--- config.mk ---
export PLATFORM = sky130hd
export DESIGN_NAME = queue_table_size_sorter_unit
export DESIGN_NICKNAME = d
export VERILOG_FILES = /design/src/hw/rtl/qtss_pkg.sv /design/src/hw/rtl/queue_table_size_sorter_unit.sv /design/src/hw/rtl/qtss_table.sv /design/src/hw/rtl/qtss_seq.sv
export SDC_FILE = /design/constraint.sdc
export NUM_CORES = 2
export LEC_CHECK = 0
export ABC_CLOCK_PERIOD_IN_PS = 9300
export BUFFER_PORTS_ARGS = -buffer_cell sky130_fd_sc_hd__buf_2
export CAP_MARGIN = 10
export CORE_MARGIN = 2
export CORE_UTILIZATION = 51
export DETAILED_ROUTE_END_ITERATION = 16
export GPL_TIMING_DRIVEN = 1
export PLACE_DENSITY = 0.66
export SYNTH_ARGS = -nofsm -noshare
export SYNTH_HDL_FRONTEND = slang
export SYNTH_HIERARCHICAL = 1
export SYNTH_SLANG_ARGS = --single-unit
--- constraint.sdc ---
create_clock -name aclk -period 9.3 [get_ports aclk]
set_clock_uncertainty 0.2 [all_clocks]
set_input_delay 1.86 -clock aclk [delete_from_list [all_inputs] [get_ports aclk]]
set_output_delay 1.86 -clock aclk [all_outputs]
set_load 0.01 [all_outputs]
--- src/hw/rtl/qtss_pkg.sv ---
// Shared types and constants for the size-ordered job table.
package qtss_pkg;

    // Default table capacity
    localparam int TABLE_DEPTH_DEF = 64;

    // Payload field widths
    localparam int TAG_W  = 16;
    localparam int SIZE_W = 32;

    // Request kinds carried on s_tuser
    localparam logic REQ_INSERT = 1'b0;
    localparam logic REQ_FINISH = 1'b1;

    // One table entry: size in the upper bits, tag in the lower bits
    typedef struct packed {
        logic [SIZE_W-1:0] size;
        logic [TAG_W-1:0]  tag;
    } entry_t;

    // One result item handed from the sequencer to the output stage
    typedef struct packed {
        entry_t entry;
        logic   table_empty;
        logic   overflowed;
        logic   last_item;
    } result_t;

endpackage

--- src/hw/rtl/queue_table_size_sorter_unit.sv ---
// Top level: stream ports, request decode and the output register stage.
//
// Collects jobs (tag and byte size) into a table, then on a finish request
// sorts them by ascending size and streams them out.
// Input channel s_*: s_tuser[0] is the request kind (0 insert, 1 finish);
// s_tdata carries the tag and size of an insert. Output channel m_*:
// m_tdata carries tag and size, m_tuser the empty and overflow flags, and
// m_tlast marks the final result of a run.
// Inserts can be accepted back to back. Inserts into a full table are
// dropped and set the overflow flag.
// A finish on two or more entries runs an exchange pass over the table, one
// compare per cycle, set by the single read port of the entry store. Each
// result is then read from the store and captured before it is handed on.
// A finish on an empty table yields one result marked empty.
// No new request is taken until the last result of a run sits in the output
// register; the register keeps its result while m_tready is low and the
// sequencer waits behind it.
// Reset empties the table and clears the overflow flag; the store contents
// are not cleared and need no clearing pass.
module queue_table_size_sorter_unit #(
    parameter int TABLE_DEPTH = qtss_pkg::TABLE_DEPTH_DEF
) (
    input  logic        aclk,
    input  logic        aresetn,
    // request channel
    input  logic        s_tvalid,
    output logic        s_tready,
    input  logic [47:0] s_tdata,   // [15:0] entry_tag, [47:16] entry_size
    input  logic [0:0]  s_tuser,   // [0] req_type
    // result channel
    output logic        m_tvalid,
    input  logic        m_tready,
    output logic [47:0] m_tdata,   // [15:0] out_tag, [47:16] out_size
    output logic [1:0]  m_tuser,   // [0] table_empty, [1] overflowed
    output logic        m_tlast    // last_item
);
    import qtss_pkg::*;

    entry_t  req_entry;
    logic    res_valid;
    logic    res_ready;
    result_t res;
    result_t out_reg;
    logic    out_valid_reg;

    assign req_entry = '{size: s_tdata[TAG_W +: SIZE_W], tag: s_tdata[TAG_W-1:0]};

    qtss_seq #(
        .TABLE_DEPTH (TABLE_DEPTH)
    ) u_seq (
        .aclk      (aclk),
        .aresetn   (aresetn),
        .req_valid (s_tvalid),
        .req_ready (s_tready),
        .req_type  (s_tuser[0]),
        .req_entry (req_entry),
        .res_valid (res_valid),
        .res_ready (res_ready),
        .res       (res)
    );

    // Output register: loads when empty or when its result leaves this cycle
    assign res_ready = !out_valid_reg || m_tready;

    always_ff @(posedge aclk) begin
        if (!aresetn) begin
            out_valid_reg <= 1'b0;
        end else if (res_valid && res_ready) begin
            out_valid_reg <= 1'b1;
        end else if (m_tready) begin
            out_valid_reg <= 1'b0;
        end
        if (res_valid && res_ready) begin
            out_reg <= res;
        end
    end

    assign m_tvalid = out_valid_reg;
    assign m_tdata  = {out_reg.entry.size, out_reg.entry.tag};
    assign m_tuser  = {out_reg.overflowed, out_reg.table_empty};
    assign m_tlast  = out_reg.last_item;

    // A result handed over always shows up on the port next cycle
    a_handover: assert property (@(posedge aclk) disable iff (!aresetn)
        (res_valid && res_ready) |=> m_tvalid)
        else $error("handed-over result missing from output");

    // An empty-table result carries zero payload and closes its run
    a_empty_zero: assert property (@(posedge aclk) disable iff (!aresetn)
        (m_tvalid && m_tuser[0]) |-> (m_tdata == '0 && m_tlast))
        else $error("empty result with payload or without last");

    // No new request is taken while a result is still being handed over
    a_no_overlap: assert property (@(posedge aclk) disable iff (!aresetn)
        res_valid |-> !s_tready)
        else $error("request accepted while results pending");

endmodule

--- src/hw/rtl/qtss_table.sv ---
// Entry store: one write port and one read port with registered read data.
module qtss_table #(
    parameter int TABLE_DEPTH = qtss_pkg::TABLE_DEPTH_DEF
) (
    input  logic                           aclk,
    input  logic                           wr_en,
    input  logic [$clog2(TABLE_DEPTH)-1:0] wr_addr,
    input  qtss_pkg::entry_t               wr_data,
    input  logic [$clog2(TABLE_DEPTH)-1:0] rd_addr,
    output qtss_pkg::entry_t               rd_data
);
    import qtss_pkg::*;

    entry_t mem [TABLE_DEPTH];
    entry_t rd_data_reg;

    // Write port
    always_ff @(posedge aclk) begin
        if (wr_en) begin
            mem[wr_addr] <= wr_data;
        end
    end

    // Read port with registered read data
    always_ff @(posedge aclk) begin
        rd_data_reg <= mem[rd_addr];
    end

    assign rd_data = rd_data_reg;

endmodule

--- src/hw/rtl/qtss_seq.sv ---
// Sequencer: inserts, in-place exchange sort over the store, and ordered readout.
module qtss_seq #(
    parameter int TABLE_DEPTH = qtss_pkg::TABLE_DEPTH_DEF
) (
    input  logic                    aclk,
    input  logic                    aresetn,
    // request side
    input  logic                    req_valid,
    output logic                    req_ready,
    input  logic                    req_type,
    input  qtss_pkg::entry_t        req_entry,
    // result side
    output logic                    res_valid,
    input  logic                    res_ready,
    output qtss_pkg::result_t       res
);
    import qtss_pkg::*;

    localparam int IDX_W = $clog2(TABLE_DEPTH);
    localparam int CNT_W = $clog2(TABLE_DEPTH + 1);

    typedef enum logic [2:0] {
        ST_IDLE,
        ST_LOAD_I,
        ST_LOAD_CAP,
        ST_SCAN,
        ST_WB_I,
        ST_EMIT_RD,
        ST_EMIT_CAP,
        ST_EMPTY
    } state_t;

    state_t             state_reg, state_next;
    logic [CNT_W-1:0]   count_reg, count_next;
    logic               ovf_reg, ovf_next;
    logic [CNT_W-1:0]   i_reg, i_next;
    logic [CNT_W-1:0]   j_reg, j_next;
    logic [CNT_W-1:0]   p_reg, p_next;
    logic [CNT_W-1:0]   k_reg, k_next;
    entry_t             cur_reg, cur_next;

    // table port
    logic               mem_we;
    logic [IDX_W-1:0]   mem_waddr;
    entry_t             mem_wdata;
    logic [IDX_W-1:0]   mem_raddr;
    entry_t             mem_rdata;
    logic               emit_last;

    qtss_table #(
        .TABLE_DEPTH (TABLE_DEPTH)
    ) u_table (
        .aclk    (aclk),
        .wr_en   (mem_we),
        .wr_addr (mem_waddr),
        .wr_data (mem_wdata),
        .rd_addr (mem_raddr),
        .rd_data (mem_rdata)
    );

    assign req_ready = (state_reg == ST_IDLE);
    assign emit_last = ((k_reg + CNT_W'(1)) == count_reg);

    // Next-state and table access logic
    always_comb begin
        state_next = state_reg;
        count_next = count_reg;
        ovf_next   = ovf_reg;
        i_next     = i_reg;
        j_next     = j_reg;
        p_next     = p_reg;
        k_next     = k_reg;
        cur_next   = cur_reg;
        mem_we     = 1'b0;
        mem_waddr  = '0;
        mem_wdata  = cur_reg;
        mem_raddr  = '0;
        res_valid  = 1'b0;
        res        = '{entry: mem_rdata, table_empty: 1'b0,
                       overflowed: ovf_reg, last_item: emit_last};

        unique case (state_reg)
            ST_IDLE: begin
                if (req_valid) begin
                    if (req_type == REQ_INSERT) begin
                        // store at the fill position, or drop and flag when full
                        if (count_reg < CNT_W'(TABLE_DEPTH)) begin
                            mem_we     = 1'b1;
                            mem_waddr  = count_reg[IDX_W-1:0];
                            mem_wdata  = req_entry;
                            count_next = count_reg + CNT_W'(1);
                        end else begin
                            ovf_next = 1'b1;
                        end
                    end else begin
                        priority if (count_reg == '0) begin
                            state_next = ST_EMPTY;
                        end else if (count_reg == CNT_W'(1)) begin
                            k_next     = '0;
                            state_next = ST_EMIT_RD;
                        end else begin
                            i_next     = '0;
                            state_next = ST_LOAD_I;
                        end
                    end
                end
            end
            ST_LOAD_I: begin
                mem_raddr  = i_reg[IDX_W-1:0];
                state_next = ST_LOAD_CAP;
            end
            ST_LOAD_CAP: begin
                // hold entry i in a register, start streaming p = i+1 ..
                cur_next   = mem_rdata;
                mem_raddr  = IDX_W'(i_reg + CNT_W'(1));
                p_next     = i_reg + CNT_W'(1);
                j_next     = i_reg + CNT_W'(2);
                state_next = ST_SCAN;
            end
            ST_SCAN: begin
                // compare held entry against entry p; exchange when larger
                if (cur_reg.size > mem_rdata.size) begin
                    mem_we    = 1'b1;
                    mem_waddr = p_reg[IDX_W-1:0];
                    mem_wdata = cur_reg;
                    cur_next  = mem_rdata;
                end
                if (j_reg < count_reg) begin
                    mem_raddr = j_reg[IDX_W-1:0];
                    p_next    = j_reg;
                    j_next    = j_reg + CNT_W'(1);
                end else begin
                    state_next = ST_WB_I;
                end
            end
            ST_WB_I: begin
                // position i now holds the minimum of the remaining entries
                mem_we    = 1'b1;
                mem_waddr = i_reg[IDX_W-1:0];
                mem_wdata = cur_reg;
                i_next    = i_reg + CNT_W'(1);
                if ((i_reg + CNT_W'(2)) < count_reg) begin
                    state_next = ST_LOAD_I;
                end else begin
                    k_next     = '0;
                    state_next = ST_EMIT_RD;
                end
            end
            ST_EMIT_RD: begin
                mem_raddr  = k_reg[IDX_W-1:0];
                state_next = ST_EMIT_CAP;
            end
            ST_EMIT_CAP: begin
                // keep reading the same address so the data holds while stalled
                mem_raddr = k_reg[IDX_W-1:0];
                res_valid = 1'b1;
                if (res_ready) begin
                    if (emit_last) begin
                        count_next = '0;
                        ovf_next   = 1'b0;
                        state_next = ST_IDLE;
                    end else begin
                        k_next     = k_reg + CNT_W'(1);
                        state_next = ST_EMIT_RD;
                    end
                end
            end
            ST_EMPTY: begin
                res_valid = 1'b1;
                res       = '{entry: '0, table_empty: 1'b1,
                              overflowed: ovf_reg, last_item: 1'b1};
                if (res_ready) begin
                    ovf_next   = 1'b0;
                    state_next = ST_IDLE;
                end
            end
            default: begin
                state_next = ST_IDLE;
            end
        endcase
    end

    // State and sequencing registers
    always_ff @(posedge aclk) begin
        if (!aresetn) begin
            state_reg <= ST_IDLE;
            count_reg <= '0;
            ovf_reg   <= 1'b0;
        end else begin
            state_reg <= state_next;
            count_reg <= count_next;
            ovf_reg   <= ovf_next;
        end
        i_reg   <= i_next;
        j_reg   <= j_next;
        p_reg   <= p_next;
        k_reg   <= k_next;
        cur_reg <= cur_next;
    end

    // Fill count stays within capacity
    a_count_range: assert property (@(posedge aclk) disable iff (!aresetn)
        count_reg <= CNT_W'(TABLE_DEPTH))
        else $error("entry count beyond table capacity");

    // In idle the table is written only by an accepted insert
    a_idle_write: assert property (@(posedge aclk) disable iff (!aresetn)
        (mem_we && state_reg == ST_IDLE) |-> (req_valid && req_type == REQ_INSERT))
        else $error("table write in idle without an insert");

    // The final result of a run empties the table and clears the flag
    a_run_clear: assert property (@(posedge aclk) disable iff (!aresetn)
        (res_valid && res_ready && res.last_item) |=> (count_reg == '0 && !ovf_reg))
        else $error("table not cleared after the final result");

    // Exchange pass only runs on tables of two or more entries
    a_sort_count: assert property (@(posedge aclk) disable iff (!aresetn)
        (state_reg == ST_SCAN) |-> (count_reg >= CNT_W'(2)))
        else $error("sort pass on a table of fewer than two entries");

endmodule
==> impl_results.md <==
* Run status: completed
* WP data arrival at 7200 ps
* Number of core rows at 181
* Aggregate global routing overflow at 0
* Root Driver: clkbuf_16
* WP data required at 9800 ps
* Slowest cell on the critical path: a221oi_1
* Post-route cell area at 0.1404 mm^2
* Vias at 61610
* First-pass GRT wire length at 455100 um
* H-tree levels at 5
* Die ar. at 0.2484 mm^2
* Postcts setup bufs at 0
* Cell with the most instances after synthesis: edfxtp_1
* Vias in the first global route at 60290
* EDFF count, synth at 3198
* Register share of total power at 0.400
* Worst Setup End Kind: flip-flop
* Initial antenna violation count at 24
* RSZ-0062 raised after global routing: false
* Clock transition at the registers of the reported paths at 60 ps
* Syn_area_per_cell at 21.80 um^2
* Peak supply drop at 288.5 uV
* Switching Share at 0.3405
* Register bit total from synthesis at 3258
* Initial cell density of the core at 0.5125
* Crit-path leading delay family: compound AO/OA/AOI/OAI gates
* Most frequent cells after synthesis: 3198 x edfxtp_1, 754 x mux4_2, 241 x nand2_1
* Final Cycle Share at 0.7207
* CP Launch Type: flip-flop
* Syn Nets at 5822
* Kind of critical path: reg -> reg
* Tmin final at 6703 ps
* Slew Limit Fails at 0
* Reg with most FFs: u_seq/u_table/mem
* Clk Latency, worst-skew pair at 980 ps
* Post-Place Worst Slack at 2072 ps
* Fill cells at 17450
* DR DRC count at 0
* Internal power at 31.16 mW
* Worst-case clock buffer depth at 4
* Max-Cap Viols at 0
* Final Core Density at 0.5771
* Post-CTS Hold Buffers at 0
* Tightest Pin Transition at 1469 ps
* Final Hold Viols at 0
* Nets at 6144
* Post-cts resize count at 0
* Hpwl dp at 188900 um
* Area share of the largest cell type after synthesis at 0.7704
* Buf/Inv on CP at 5
* Via density at 6.483
* Min-delay worst type: reg -> reg
* Ranking of synthesized cells by area: edfxtp_1 77%, mux4_2 14%, dfxtp_1 0.96%
* Clock Power Share at 0.273
* Rel. slew slack at 0.02047
* Synth async-reset ratio at 0
* Worst path cell trace: inv_1 > or3_1 > buf_4 > nor2_1 > o211a_1 > a221o_4 > buf_4 > and2_4 > buf_4 > buf_4 > a221oi_1 > a221oi_1
* Post-synthesis cell type count at 68
* CP max stage delay at 1260 ps
* Cell taking the most area after synthesis: edfxtp_1
* Number of buffers created by CTS at 339
* Total Routing Usage GR at 0.2582
* Setup TNS at 0 ps
* Post-route antenna net violation count at 0
* CTS tree: done
* Max Clk Rate at 149.2 MHz
* Net switching power at 16.09 mW
* Drt pass-1 iters at 5
* Cell Area, Synth at 0.1246 mm^2
* # IOs at 106
* 1st-iter DRT viols at 8704
* Synthesis-to-finish area growth at 12.62%
* Worst hold slack at 222.7 ps
* Setup slack after layout at 2597 ps
* Vert. Die Dim at 498.4 um
* Final setup fails at 0
* Combinational power share at 0.327
* Leak pwr at 43.53 nW
* Pwr dens at 336.6 mW/mm^2
* Routed WL per cell at 33.80 um
* Core area at 0.2432 mm^2
* Sinks on Clock Net at 3258
* Flip-flop count of the largest register after layout at 3072
* Share of layout cells above drive strength 1 at 0.2624
* Buffers on Ports at 105
* Die width at 498.4 um
* GP Congestion at 0.8621
* Critical-path maximum fanout at 40
* Final WL at 321200 um
* Register area share after synthesis at 0.7801
* CP most frequent cell: buf_4
* Yosys warning total at 6
* Dominant synthesized flop cell: edfxtp_1
* Post-Synthesis Cells at 5718
* DP Area at 0.1299 mm^2
* Largest net degree at the start of global routing at 98
==> cell usage in the layout (no fill, tap or decap), drive strengths merged, types with 4 or more instances in the layout <==
| cell | netlist | layout |
|---|---|---|
| mux2 | 18 | 18 |
| nor3 | 9 | 9 |
| clkinv | 0 | 131 |
| a221o | 5 | 5 |
| mux4 | 754 | 754 |
| clkbuf | 127 | 412 |
| and3 | 7 | 7 |
| or3b | 4 | 4 |
| a31oi | 12 | 12 |
| a21oi | 104 | 104 |
| clkinvlp | 0 | 5 |
| o221ai | 29 | 29 |
| nor2b | 27 | 27 |
| inv | 54 | 63 |
| xor2 | 12 | 12 |
| nand4 | 11 | 11 |
| edfxtp | 3198 | 3198 |
| bufinv | 0 | 28 |
| or3 | 5 | 5 |
| xnor2 | 14 | 14 |
| nand2b | 18 | 18 |
| diode | 0 | 16 |
| a22o | 59 | 59 |
| and2 | 23 | 23 |
| nand3 | 22 | 22 |
| o21ai | 31 | 31 |
| a31o | 5 | 5 |
| a22oi | 74 | 74 |
| a311oi | 12 | 12 |
| mux2i | 65 | 65 |
| o22ai | 124 | 124 |
| ha | 51 | 51 |
| nand3b | 6 | 6 |
| nand2 | 241 | 241 |
| dfxtp | 60 | 60 |
| a21o | 9 | 9 |
| a211oi | 35 | 35 |
| nor2 | 200 | 200 |
| a221oi | 84 | 84 |
| buf | 182 | 290 |
==> path summary, 6_finish.rpt <==
check,startpoint,endpoint,slack (ps),cells past startpoint
setup reg to reg,u_seq/state_reg[0],u_seq/u_table/rd_data[17],2600,12
setup / recovery,u_seq/state_reg[0],u_seq/u_table/rd_data[17],2600,12
hold / removal,u_seq/u_table/rd_data[0],u_seq/cur_reg[0],220,0
hold reg to reg,u_seq/u_table/rd_data[0],u_seq/cur_reg[0],220,0
==> final cells by class <==
class	count	area, um^2	share of cell area
clock inverter	173	1548	0.01103
clock buffer	412	8860	0.06312
antenna	16	40.04	0.0002852
timing repair buffer	290	2147	0.01530
multi-input combinational	2097	26340	0.1876
sequential	3258	97230	0.6927
inverter	54	202.7	0.001444
tap	3202	4006	0.02854
==> metal layers <==
metal,global-route usage,wire length [um],up-vias
met5,0,67,-
met4,0.07269,9123,12
met3,0.05879,35150,511
met2,0.3934,150400,3347
met1,0.3789,126500,32960
li1,-,-,24770
==> through the flow <==
step | std cells | total power [mW]
after CTS | 9483 | 47.37
final | 9502 | 47.24
after global placement | 8897 | 34.32
after global routing | 9489 | 48.70
after detailed placement | 8898 | 34.55
after floorplan | 5718 | 28.12
==> power groups by stage <==
stage / Combinational [mW] / Clock (mW) / Sequential (mW)
finish: 15.5 / 12.9 / 18.9
CTS: 15.4 / 13.1 / 18.9
global placement: 15.2 / 0 / 19.2
floorplan: 8.98 / 0 / 19.1
global route: 16.1 / 13.7 / 18.9
detailed placement: 15.4 / 0 / 19.2
==> logic make-up after synthesis <==
kind of cell    count (synthesis)  synth area share
compound gates                594           0.03402
xor+xnor                       28          0.002188
fa+ha+maj                      51          0.005119
buf+inv                       363           0.01471
flops                        3258            0.7801
mux                           837            0.1431
simple gates                  587           0.02083
==> worst register-to-register path: stages (launching register included) <==
cell and delay (ps):
dfxtp_1 600, inv_1 160, or3_1 390, buf_4 250, nor2_1 130, o211a_1 400
a221o_4 590, buf_4 540, and2_4 770, buf_4 530, buf_4 410, a221oi_1 240
a221oi_1 1270
No activity file was read; power rests on OpenSTA's default activity.
